### src/pnv_pkg.sv
`timescale 1ns / 1ps

package pnv_pkg;

  // Register reset value and counter limit
  localparam logic [15:0] MaxLenReset = 16'd4096;
  localparam int unsigned CountWidth  = 17;
  localparam logic [CountWidth-1:0] SatCount = 17'h10000;

  // Characters of interest
  localparam logic [7:0] ChrNul       = 8'h00;
  localparam logic [7:0] ChrSlash     = 8'h2F;
  localparam logic [7:0] ChrBackslash = 8'h5C;
  localparam logic [7:0] ChrColon     = 8'h3A;
  localparam logic [7:0] ChrDot       = 8'h2E;

  // Allowed range of the next UTF-8 continuation byte
  typedef enum logic [2:0] {
    RngAny  = 3'd0,  // 80..BF
    RngA0Bf = 3'd1,  // after E0
    Rng809F = 3'd2,  // after ED
    Rng90Bf = 3'd3,  // after F0
    Rng808F = 3'd4   // after F4
  } cont_rng_e;

  // Dot tracking within one path segment
  typedef enum logic [1:0] {
    SegStart  = 2'd0,
    SegDot    = 2'd1,
    SegDotDot = 2'd2,
    SegOther  = 2'd3
  } seg_e;

  // Verdict codes
  typedef enum logic [2:0] {
    RsnOk       = 3'd0,
    RsnEmpty    = 3'd1,
    RsnTooLong  = 3'd2,
    RsnBadUtf8  = 3'd3,
    RsnAbsolute = 3'd4,
    RsnBadSep   = 3'd5,
    RsnDotDot   = 3'd6
  } reason_e;

  typedef struct packed {
    logic    ok;
    reason_e reason;
  } verdict_t;

endpackage

### src/pnv_scan.sv
`timescale 1ns / 1ps

// Per-name scan state: updated once per byte, verdict formed on the terminator
module pnv_scan (
  input  logic                 clk_i,
  input  logic                 rst_ni,
  input  logic                 fire_i,
  input  logic [7:0]           byte_i,
  input  logic [15:0]          max_len_i,
  output pnv_pkg::verdict_t    verdict_o
);

  logic [pnv_pkg::CountWidth-1:0] count_q, count_d;
  logic [1:0]                     left_q, left_d;
  pnv_pkg::cont_rng_e             rng_q, rng_d;
  logic                           err_q, err_d;
  logic                           slash_q, slash_d;
  logic                           sep_q, sep_d;
  pnv_pkg::seg_e                  seg_q, seg_d;
  logic                           dd_q, dd_d;

  logic in_rng;
  logic relead;
  logic term;

  assign term = (byte_i == pnv_pkg::ChrNul);

  // Continuation range check
  always_comb begin
    case (rng_q)
      pnv_pkg::RngA0Bf: in_rng = (byte_i >= 8'hA0) && (byte_i <= 8'hBF);
      pnv_pkg::Rng809F: in_rng = (byte_i >= 8'h80) && (byte_i <= 8'h9F);
      pnv_pkg::Rng90Bf: in_rng = (byte_i >= 8'h90) && (byte_i <= 8'hBF);
      pnv_pkg::Rng808F: in_rng = (byte_i >= 8'h80) && (byte_i <= 8'h8F);
      default:          in_rng = (byte_i >= 8'h80) && (byte_i <= 8'hBF);
    endcase
  end

  // Next state for a data byte or a terminator
  always_comb begin
    count_d = count_q;
    left_d  = left_q;
    rng_d   = rng_q;
    err_d   = err_q;
    slash_d = slash_q;
    sep_d   = sep_q;
    seg_d   = seg_q;
    dd_d    = dd_q;
    relead  = 1'b1;

    if (fire_i && term) begin
      count_d = '0;
      left_d  = '0;
      rng_d   = pnv_pkg::RngAny;
      err_d   = 1'b0;
      slash_d = 1'b0;
      sep_d   = 1'b0;
      seg_d   = pnv_pkg::SegStart;
      dd_d    = 1'b0;
    end else if (fire_i) begin
      if ((count_q == '0) && (byte_i == pnv_pkg::ChrSlash)) begin
        slash_d = 1'b1;
      end
      if (count_q != pnv_pkg::SatCount) begin
        count_d = count_q + 1'b1;
      end

      // UTF-8: pending continuation first; a misfit byte is rejudged as a lead
      if (left_q != 2'd0) begin
        rng_d = pnv_pkg::RngAny;
        if (in_rng) begin
          left_d = left_q - 2'd1;
          relead = 1'b0;
        end else begin
          err_d  = 1'b1;
          left_d = 2'd0;
        end
      end
      if (relead && byte_i[7]) begin
        priority if ((byte_i >= 8'hC2) && (byte_i <= 8'hDF)) begin
          left_d = 2'd1; rng_d = pnv_pkg::RngAny;
        end else if (byte_i == 8'hE0) begin
          left_d = 2'd2; rng_d = pnv_pkg::RngA0Bf;
        end else if (byte_i == 8'hED) begin
          left_d = 2'd2; rng_d = pnv_pkg::Rng809F;
        end else if ((byte_i >= 8'hE1) && (byte_i <= 8'hEF)) begin
          left_d = 2'd2; rng_d = pnv_pkg::RngAny;
        end else if (byte_i == 8'hF0) begin
          left_d = 2'd3; rng_d = pnv_pkg::Rng90Bf;
        end else if ((byte_i >= 8'hF1) && (byte_i <= 8'hF3)) begin
          left_d = 2'd3; rng_d = pnv_pkg::RngAny;
        end else if (byte_i == 8'hF4) begin
          left_d = 2'd3; rng_d = pnv_pkg::Rng808F;
        end else begin
          err_d = 1'b1;
        end
      end

      // Separator checks
      if ((byte_i == pnv_pkg::ChrBackslash) || (byte_i == pnv_pkg::ChrColon)) begin
        sep_d = 1'b1;
      end

      // Segment dot tracking
      priority if (byte_i == pnv_pkg::ChrSlash) begin
        if (seg_q == pnv_pkg::SegDotDot) begin
          dd_d = 1'b1;
        end
        seg_d = pnv_pkg::SegStart;
      end else if (byte_i == pnv_pkg::ChrDot) begin
        unique case (seg_q)
          pnv_pkg::SegStart:  seg_d = pnv_pkg::SegDot;
          pnv_pkg::SegDot:    seg_d = pnv_pkg::SegDotDot;
          pnv_pkg::SegDotDot: seg_d = pnv_pkg::SegOther;
          pnv_pkg::SegOther:  seg_d = pnv_pkg::SegOther;
          default:            seg_d = pnv_pkg::SegOther;
        endcase
      end else begin
        seg_d = pnv_pkg::SegOther;
      end
    end
  end

  // Verdict from the state as it stands at the terminator
  always_comb begin
    priority if (count_q == '0) begin
      verdict_o.reason = pnv_pkg::RsnEmpty;
    end else if (count_q > {1'b0, max_len_i}) begin
      verdict_o.reason = pnv_pkg::RsnTooLong;
    end else if (err_q || (left_q != 2'd0)) begin
      verdict_o.reason = pnv_pkg::RsnBadUtf8;
    end else if (slash_q) begin
      verdict_o.reason = pnv_pkg::RsnAbsolute;
    end else if (sep_q) begin
      verdict_o.reason = pnv_pkg::RsnBadSep;
    end else if (dd_q || (seg_q == pnv_pkg::SegDotDot)) begin
      verdict_o.reason = pnv_pkg::RsnDotDot;
    end else begin
      verdict_o.reason = pnv_pkg::RsnOk;
    end
    verdict_o.ok = (verdict_o.reason == pnv_pkg::RsnOk);
  end

  always_ff @(posedge clk_i or negedge rst_ni) begin
    if (!rst_ni) begin
      count_q <= '0;
      left_q  <= '0;
      rng_q   <= pnv_pkg::RngAny;
      err_q   <= 1'b0;
      slash_q <= 1'b0;
      sep_q   <= 1'b0;
      seg_q   <= pnv_pkg::SegStart;
      dd_q    <= 1'b0;
    end else begin
      count_q <= count_d;
      left_q  <= left_d;
      rng_q   <= rng_d;
      err_q   <= err_d;
      slash_q <= slash_d;
      sep_q   <= sep_d;
      seg_q   <= seg_d;
      dd_q    <= dd_d;
    end
  end

endmodule

### src/pnv_out.sv
`timescale 1ns / 1ps

// Result register: holds one verdict until the sink takes it
module pnv_out (
  input  logic              clk_i,
  input  logic              rst_ni,
  input  logic              load_i,
  input  pnv_pkg::verdict_t verdict_i,
  input  logic              out_stall_i,
  output logic              free_o,
  output logic              out_valid_o,
  output logic              name_ok_o,
  output logic [2:0]        reject_reason_o
);

  logic              valid_q, valid_d;
  pnv_pkg::verdict_t res_q;

  // Free when empty or being drained this cycle
  assign free_o = !valid_q || !out_stall_i;

  always_comb begin
    valid_d = valid_q;
    if (load_i) begin
      valid_d = 1'b1;
    end else if (!out_stall_i) begin
      valid_d = 1'b0;
    end
  end

  always_ff @(posedge clk_i or negedge rst_ni) begin
    if (!rst_ni) begin
      valid_q <= 1'b0;
    end else begin
      valid_q <= valid_d;
    end
  end

  always_ff @(posedge clk_i) begin
    if (load_i) begin
      res_q <= verdict_i;
    end
  end

  assign out_valid_o     = valid_q;
  assign name_ok_o       = res_q.ok;
  assign reject_reason_o = res_q.reason;

endmodule

### src/package_part_name_validator_core.sv
`timescale 1ns / 1ps

// Channel   Direction  Signals                          Transfer
// in        sink       in_valid_i, in_stall_o,          valid && !stall
//                      name_byte_i
// out       source     out_valid_o, out_stall_i,        valid && !stall
//                      name_ok_o, reject_reason_o
// cfg       sink       cfg_we_i, cfg_wdata_i            we (max_name_length)
//
// One byte per cycle. A byte is registered at the input, then updates the scan
// state in the next cycle; a zero byte loads its verdict into the result
// register, and out_valid_o rises once that load has happened.
// Reset clears the scan state, empties both registers and sets the limit to 4096.
// A stalled result holds only terminators back: data bytes keep flowing.
module package_part_name_validator_core (
  input  logic        clk_i,
  input  logic        rst_ni,
  input  logic        in_valid_i,
  output logic        in_stall_o,
  input  logic [7:0]  name_byte_i,
  input  logic        cfg_we_i,
  input  logic [15:0] cfg_wdata_i,
  output logic        out_valid_o,
  input  logic        out_stall_i,
  output logic        name_ok_o,
  output logic [2:0]  reject_reason_o
);

  logic              in_valid_q, in_valid_d;
  logic [7:0]        byte_q;
  logic [15:0]       max_len_q;
  logic              out_free;
  logic              fire;
  logic              in_take;
  pnv_pkg::verdict_t verdict;

  // Held byte moves on unless it is a terminator facing a full result register
  assign fire       = in_valid_q && ((byte_q != pnv_pkg::ChrNul) || out_free);
  assign in_stall_o = in_valid_q && !fire;
  assign in_take    = in_valid_i && !in_stall_o;

  always_comb begin
    in_valid_d = in_valid_q;
    if (in_take) begin
      in_valid_d = 1'b1;
    end else if (fire) begin
      in_valid_d = 1'b0;
    end
  end

  always_ff @(posedge clk_i or negedge rst_ni) begin
    if (!rst_ni) begin
      in_valid_q <= 1'b0;
      max_len_q  <= pnv_pkg::MaxLenReset;
    end else begin
      in_valid_q <= in_valid_d;
      if (cfg_we_i) begin
        max_len_q <= cfg_wdata_i;
      end
    end
  end

  // Input byte register
  always_ff @(posedge clk_i) begin
    if (in_take) begin
      byte_q <= name_byte_i;
    end
  end

  pnv_scan u_scan (
    .clk_i     (clk_i),
    .rst_ni    (rst_ni),
    .fire_i    (fire),
    .byte_i    (byte_q),
    .max_len_i (max_len_q),
    .verdict_o (verdict)
  );

  pnv_out u_out (
    .clk_i           (clk_i),
    .rst_ni          (rst_ni),
    .load_i          (fire && (byte_q == pnv_pkg::ChrNul)),
    .verdict_i       (verdict),
    .out_stall_i     (out_stall_i),
    .free_o          (out_free),
    .out_valid_o     (out_valid_o),
    .name_ok_o       (name_ok_o),
    .reject_reason_o (reject_reason_o)
  );

endmodule

### config.mk
export PLATFORM = sky130hd
export DESIGN_NAME = package_part_name_validator_core
export DESIGN_NICKNAME = d
export VERILOG_FILES = /design/src/pnv_pkg.sv /design/src/pnv_scan.sv /design/src/pnv_out.sv /design/src/package_part_name_validator_core.sv
export SDC_FILE = /design/constraint.sdc
export NUM_CORES = 1
export LEC_CHECK = 0
export BUFFER_PORTS_ARGS = -buffer_cell sky130_fd_sc_hd__clkbuf_2
export CELL_PAD_IN_SITES_DETAIL_PLACEMENT = 1
export CELL_PAD_IN_SITES_GLOBAL_PLACEMENT = 1
export CORE_AREA = 4 4 87 89
export CTS_CLUSTER_SIZE = 16
export DETAILED_ROUTE_END_ITERATION = 10
export DIE_AREA = 0 0 91 93
export HOLD_SLACK_MARGIN = 0.08
export PLACE_DENSITY_LB_ADDON = 0.1
export SLEW_MARGIN = 20
export SYNTH_ARGS = -nofsm -noshare
export SYNTH_HDL_FRONTEND = slang
export SYNTH_SLANG_ARGS = --single-unit
### constraint.sdc
create_clock -name clk_i -period 4.7 [get_ports clk_i]
set_input_delay 0.94 -clock clk_i [delete_from_list [all_inputs] [get_ports clk_i]]
set_output_delay 0.94 -clock clk_i [all_outputs]
set_load 0.005 [all_outputs]
### Yosys cells after proc, flatten, opt, wreduce, memory -nomap -nowiden

Index checks and enable logic that the tools add are counted.

| operators by class | value |
|---|---|
| add/sub/neg operators | 2 |
| equality and inequality tests | 17 |
| reductions and logical operators | 41 |
| muxes and demuxes | 68 |
| order comparisons | 13 |

Operator list:

| operator | number |
|---|---|
| $mux 17 | 3 |
| $mux 3 | 17 |
| $ge 8x8->1 const B | 6 |
| $le 8x8->1 const B | 6 |
| $eq 8x8->1 const B | 4 |
| $mux 2 | 16 |
| $mux 1 | 30 |
| $eq 8x6->1 const B | 3 |
| $add 17x1->17 const B | 1 |
| $gt 17x16->1 | 1 |
| $logic_not 17->1 | 1 |
| $ne 17x17->1 const B | 1 |
| $reduce_bool 2->1 | 8 |
| $logic_and 1x1->1 | 14 |
| $eq 8x7->1 const B | 1 |
| $logic_not 8->1 | 1 |
| $reduce_bool 8->1 | 1 |
| $eq 3x2->1 const B | 2 |
| $pmux 2 s3 | 1 |
| $reduce_and 2->1 | 3 |
| $logic_or 1x1->1 | 5 |
| $eq 2x2->1 const B | 2 |
| $logic_not 1->1 | 4 |
| $pmux 1 s4 | 1 |
| 9 further kinds | 9 |

| storage, ports and cells | value |
|---|---|
| output and inout bits | 6 |
| word-level logic and storage cells | 155 |
| bits in registers | 58 |

### Longest topological paths before layout

| depth | value |
|---|---|
| word-level depth | 15 |
| gate-level depth with buffers | 8 |
| gate-level depth less buffers | 7 |

### Modules after synthesis

From an unflattened synthesis, not the netlist that was laid out.

| unflattened totals | value |
|---|---|
| cell total of the unflattened synthesis | 325 |
| area total of the unflattened synthesis | 3278.1 um^2 |

By module, submodules not included:

| module | sequential area each (um^2) | area an instance (um^2) | instances | cells each |
|---|---|---|---|---|
| pnv_scan | 700.7 | 2193.4 | 1 | 265 |
| package_part_name_validator_core | 666.9 | 928.4 | 1 | 53 |
| pnv_out | 145.1 | 156.4 | 1 | 7 |

### Worst setup path after synthesis

Ideal clock, no wire load.

| path | value |
|---|---|
| kind | register -> output |
| from | register byte_q[0] |
| to | output port in_stall_o |
| stages on the path, launching flop included | 6 |
| arrival | 1384 ps |
| setup slack | 2376 ps |
| required time | 3760 ps |
| cell sequence | edfxtp_1 buf_4 nor4_4 nand2_1 buf_2 nor3_2 |

| between the ends | value |
|---|---|
| cells in the longest elaborated chain, start to end | 5 |

Ends and longest elaborated chain:

| item | line | source |
|---|---|---|
| start, declared | package_part_name_validator_core.sv:30 | `logic [7:0] byte_q;` |
| start signal, assigned | package_part_name_validator_core.sv:66 | `byte_q <= name_byte_i;` |
| $reduce_bool 8->1 | package_part_name_validator_core.sv:38 | `assign fire = in_valid_q && ((byte_q != pnv_pkg::ChrNul) \|\| out_free);` |
| $logic_or 1x1->1 | package_part_name_validator_core.sv:38 |  |
| $logic_and 1x1->1 | package_part_name_validator_core.sv:38 |  |
| $logic_not 1->1 | package_part_name_validator_core.sv:39 | `assign in_stall_o = in_valid_q && !fire;` |
| $logic_and 1x1->1 | package_part_name_validator_core.sv:39 |  |
| end, declared | package_part_name_validator_core.sv:19 | `output logic in_stall_o,` |

Every way passes these cells.

### Worst setup path after layout

| path | value |
|---|---|
| from | register byte_q[4] |
| to | output port in_stall_o |

Same word-level chain as after synthesis.

==> run_results.csv <==
group,metric,value,unit
outcome,status,"complete, no violations",
timing,max_freq,313.5,MHz
global_route,antenna_found_initial,0,
clock_tree,cts_tree,"built",
timing,relSlewSlack,46.10,%
clock_tree,clk_pin_slew,60,ps
synth,yosys-top-cells-area,"dfrtp_1 (34%), edfxtp_1 (11%), ha_1 (7.3%)",
critical_path,worstSetupPathType,"reg -> out",
die,ios,35,
global_route,grt_pass1_wl,14.44,mm
timing,finalSetupTns,0,ps
placed_design,place_congestion,0.8400,
die,num_rows,30,
synth,synth_area_leader_cell,"dfrtp_1",
timing,hold_ws,499.1,ps
synth,synth-edff-count,12,
die,die_x,91,microns
cells_and_area,fin_area,3692,sq um
global_route,grt_max_degree,47,
clock_tree,clockBufferDepth,2,
power,peakVddDrop,0.1801,mV
synth,synthArstFlopShare,79.31,%
clock_tree,root_buffer,"clkbuf_8",
synth,synth_ff_type,"dfrtp_1",
timing,fin_ws,1511,ps
placed_design,dp.final_hpwl,6.017,mm
flow_run,cap_violations,0,
timing,finalCriticalPeriod,3189,ps
die,start_util,48.37,%
synth,ys_types,60,
placed_design,placed_cell_area,3490,sq um
cells_and_area,antenna-diode-count,0,
synth,yosysWarnings,0,
critical_path,cp-start-kind,"register",
global_route,grt_pass1_vias,2929,
timing,setup_viol,0,
cells_and_area,area_growth,12.98,%
timing,worstMarginPinSlew,797.2,ps
synth,yosysSeqAreaShare,46.29,%
timing,min_period_over_period,67.86,%
placed_design,port_buffers,34,
drt,wl_per_cell,18.00,microns
clock_tree,insertion_delay,340,ps
timing,rsz0062_at_grt,"no",
drt,post-route-drc-count,0,
synth,syn-num-nets,380,
die,die-height,93,microns
power,power.density,352.6,nW/um^2
hold_path,hold_class,"reg -> reg",
die,coreArea,6756,sq um
clock_tree,post_cts_buffers,0,
power,p_leak,1.677,nW
critical_path,crit_fanout,15,
drt,wirelength,8.116,mm
synth,ys_ff_latch,58,
clock_tree,cts_sinks,58,
synth,syn-cell-area,3268,sq um
placed_design,dpl_worst_slack,1858,ps
cells_and_area,drive_gt1_share,18.33,%
critical_path,cp_data_required_time,3760,ps
clock_tree,ctsHoldBuffers,0,
drt,drt-vias-per-instance,5.823,
drt,drtPass1Iterations,4,
drt,drt_iter0_markers,84,
synth,synthCells,332,
synth,syn_area_per_cell,9.844,sq um
cells_and_area,fin_nets,414,
drt,ant_nets,0,
die,dieArea,8463,sq um
timing,fin_skew,7.448,ps
clock_tree,cts_htree_levels,3,
drt,vias,2626,
global_route,grt_overflow,0,
timing,hold_viol,0,
clock_tree,cts_buffers,9,
critical_path,worstSetupEndpointType,"output port",
timing,drv_slew,0,
clock_tree,cts_resized,0,
synth,yosysTopAreaCellShare,34.46,%
critical_path,arrival,2250,ps
global_route,grt_usage,21.30,%
[cells in the final DEF (no fill, tap or decap), types with 11 or more instances in the layout]
cell      count
dfrtp_1      45
o21ai_0      34
clkbuf_2     34
nand2_1      26
inv_1        24
nor2_1       19
ha_1         19
a21oi_1      18
edfxtp_1     12
nand3_1      11
[cells in the mapped netlist, types with 5 or more instances]
master	instances
nand2_1	26
nor2_1	19
xor2_1	9
nand4_1	8
a21oi_1	18
nand3_1	11
nor3_1	6
nor2b_1	7
o21ai_0	34
or3_1	9
and3_1	6
clkbuf_1	5
buf_2	6
ha_1	19
edfxtp_1	12
inv_1	24
dfrtp_1	45
[flip-flops by register name (all words and copies together), names as in the netlist, 2 cells and up]
register and flops:
u_scan.seg_q 2, u_scan.left_q 2, max_len_q 16, u_scan.rng_q 3, byte_q 8, u_out.reject_reason_o 3, u_scan.count_q 17
[worst max-delay path, stage by stage, from the launching register on]
cell,delay (ps)
edfxtp_1,600
nor4_4,460
nand2_1,390
nor3_2,310
clkbuf_2,150
[where the power goes]
group          leakage (nW)  internal (W)  switching [W]
clock                 0.108      0.000271       0.000202
combinational         0.872     0.0000905       0.000121
sequential            0.696      0.000559      0.0000584
[logic make-up after synthesis]
kind of cell	share of synthesized area [%]
AND/OR/NAND/NOR	21.17
AO/OA/AOI/OAI	17.42
flip-flops	46.29
buffers and inverters	4.480
adder cells (fa/ha/maj)	7.274
XOR/XNOR	2.680
multiplexers	0.6891
[path summary, 6_finish.rpt]
| check | from | to | slack, ps | cells after the start |
|---|---|---|---|---|
| min | u_scan.dd_q | u_scan.dd_q | 500 | 2 |
| min reg2reg | u_scan.dd_q | u_scan.dd_q | 500 | 2 |
| max in group asynchronous | rst_ni | u_scan.count_q[11] | 3590 | 2 |
| max | byte_q[4] | in_stall_o | 1510 | 4 |
| max reg2reg | max_len_q[12] | u_out.reject_reason_o[2] | 2210 | 7 |
| min in group asynchronous | rst_ni | max_len_q[8] | 690 | 2 |
[per-layer routing]
layer | wire, microns | track usage [%]
met2 | 3868 | 34.70
met3 | 186 | 3.138
met1 | 3947 | 29.16
met4 | 114 | 7.286
met5 | 0 | 0
[stage by stage]
step                      util [%]  cells   power, W
after CTS                    54.65    451   0.001313
after floorplan                  -    332  0.0007537
after global placement       51.65    435  0.0008222
after detailed placement     51.65    435  0.0008368
final                        54.65    451   0.001302
after global routing         54.65    451   0.001386
[layout make-up]
| cell class | instances | area, sq um |
|---|---|---|
| Fill cell | 801 | 3064 |
| Clock buffer | 10 | 148.9 |
| Tap cell | 80 | 100.1 |
| Timing Repair Buffer | 35 | 177.7 |
| Multi-Input combinational cell | 238 | 1609 |
| Sequential cell | 58 | 1513 |
| Inverter | 24 | 90.09 |
| Clock inverter | 6 | 53.80 |
No activity file was read; power rests on OpenSTA's default activity.
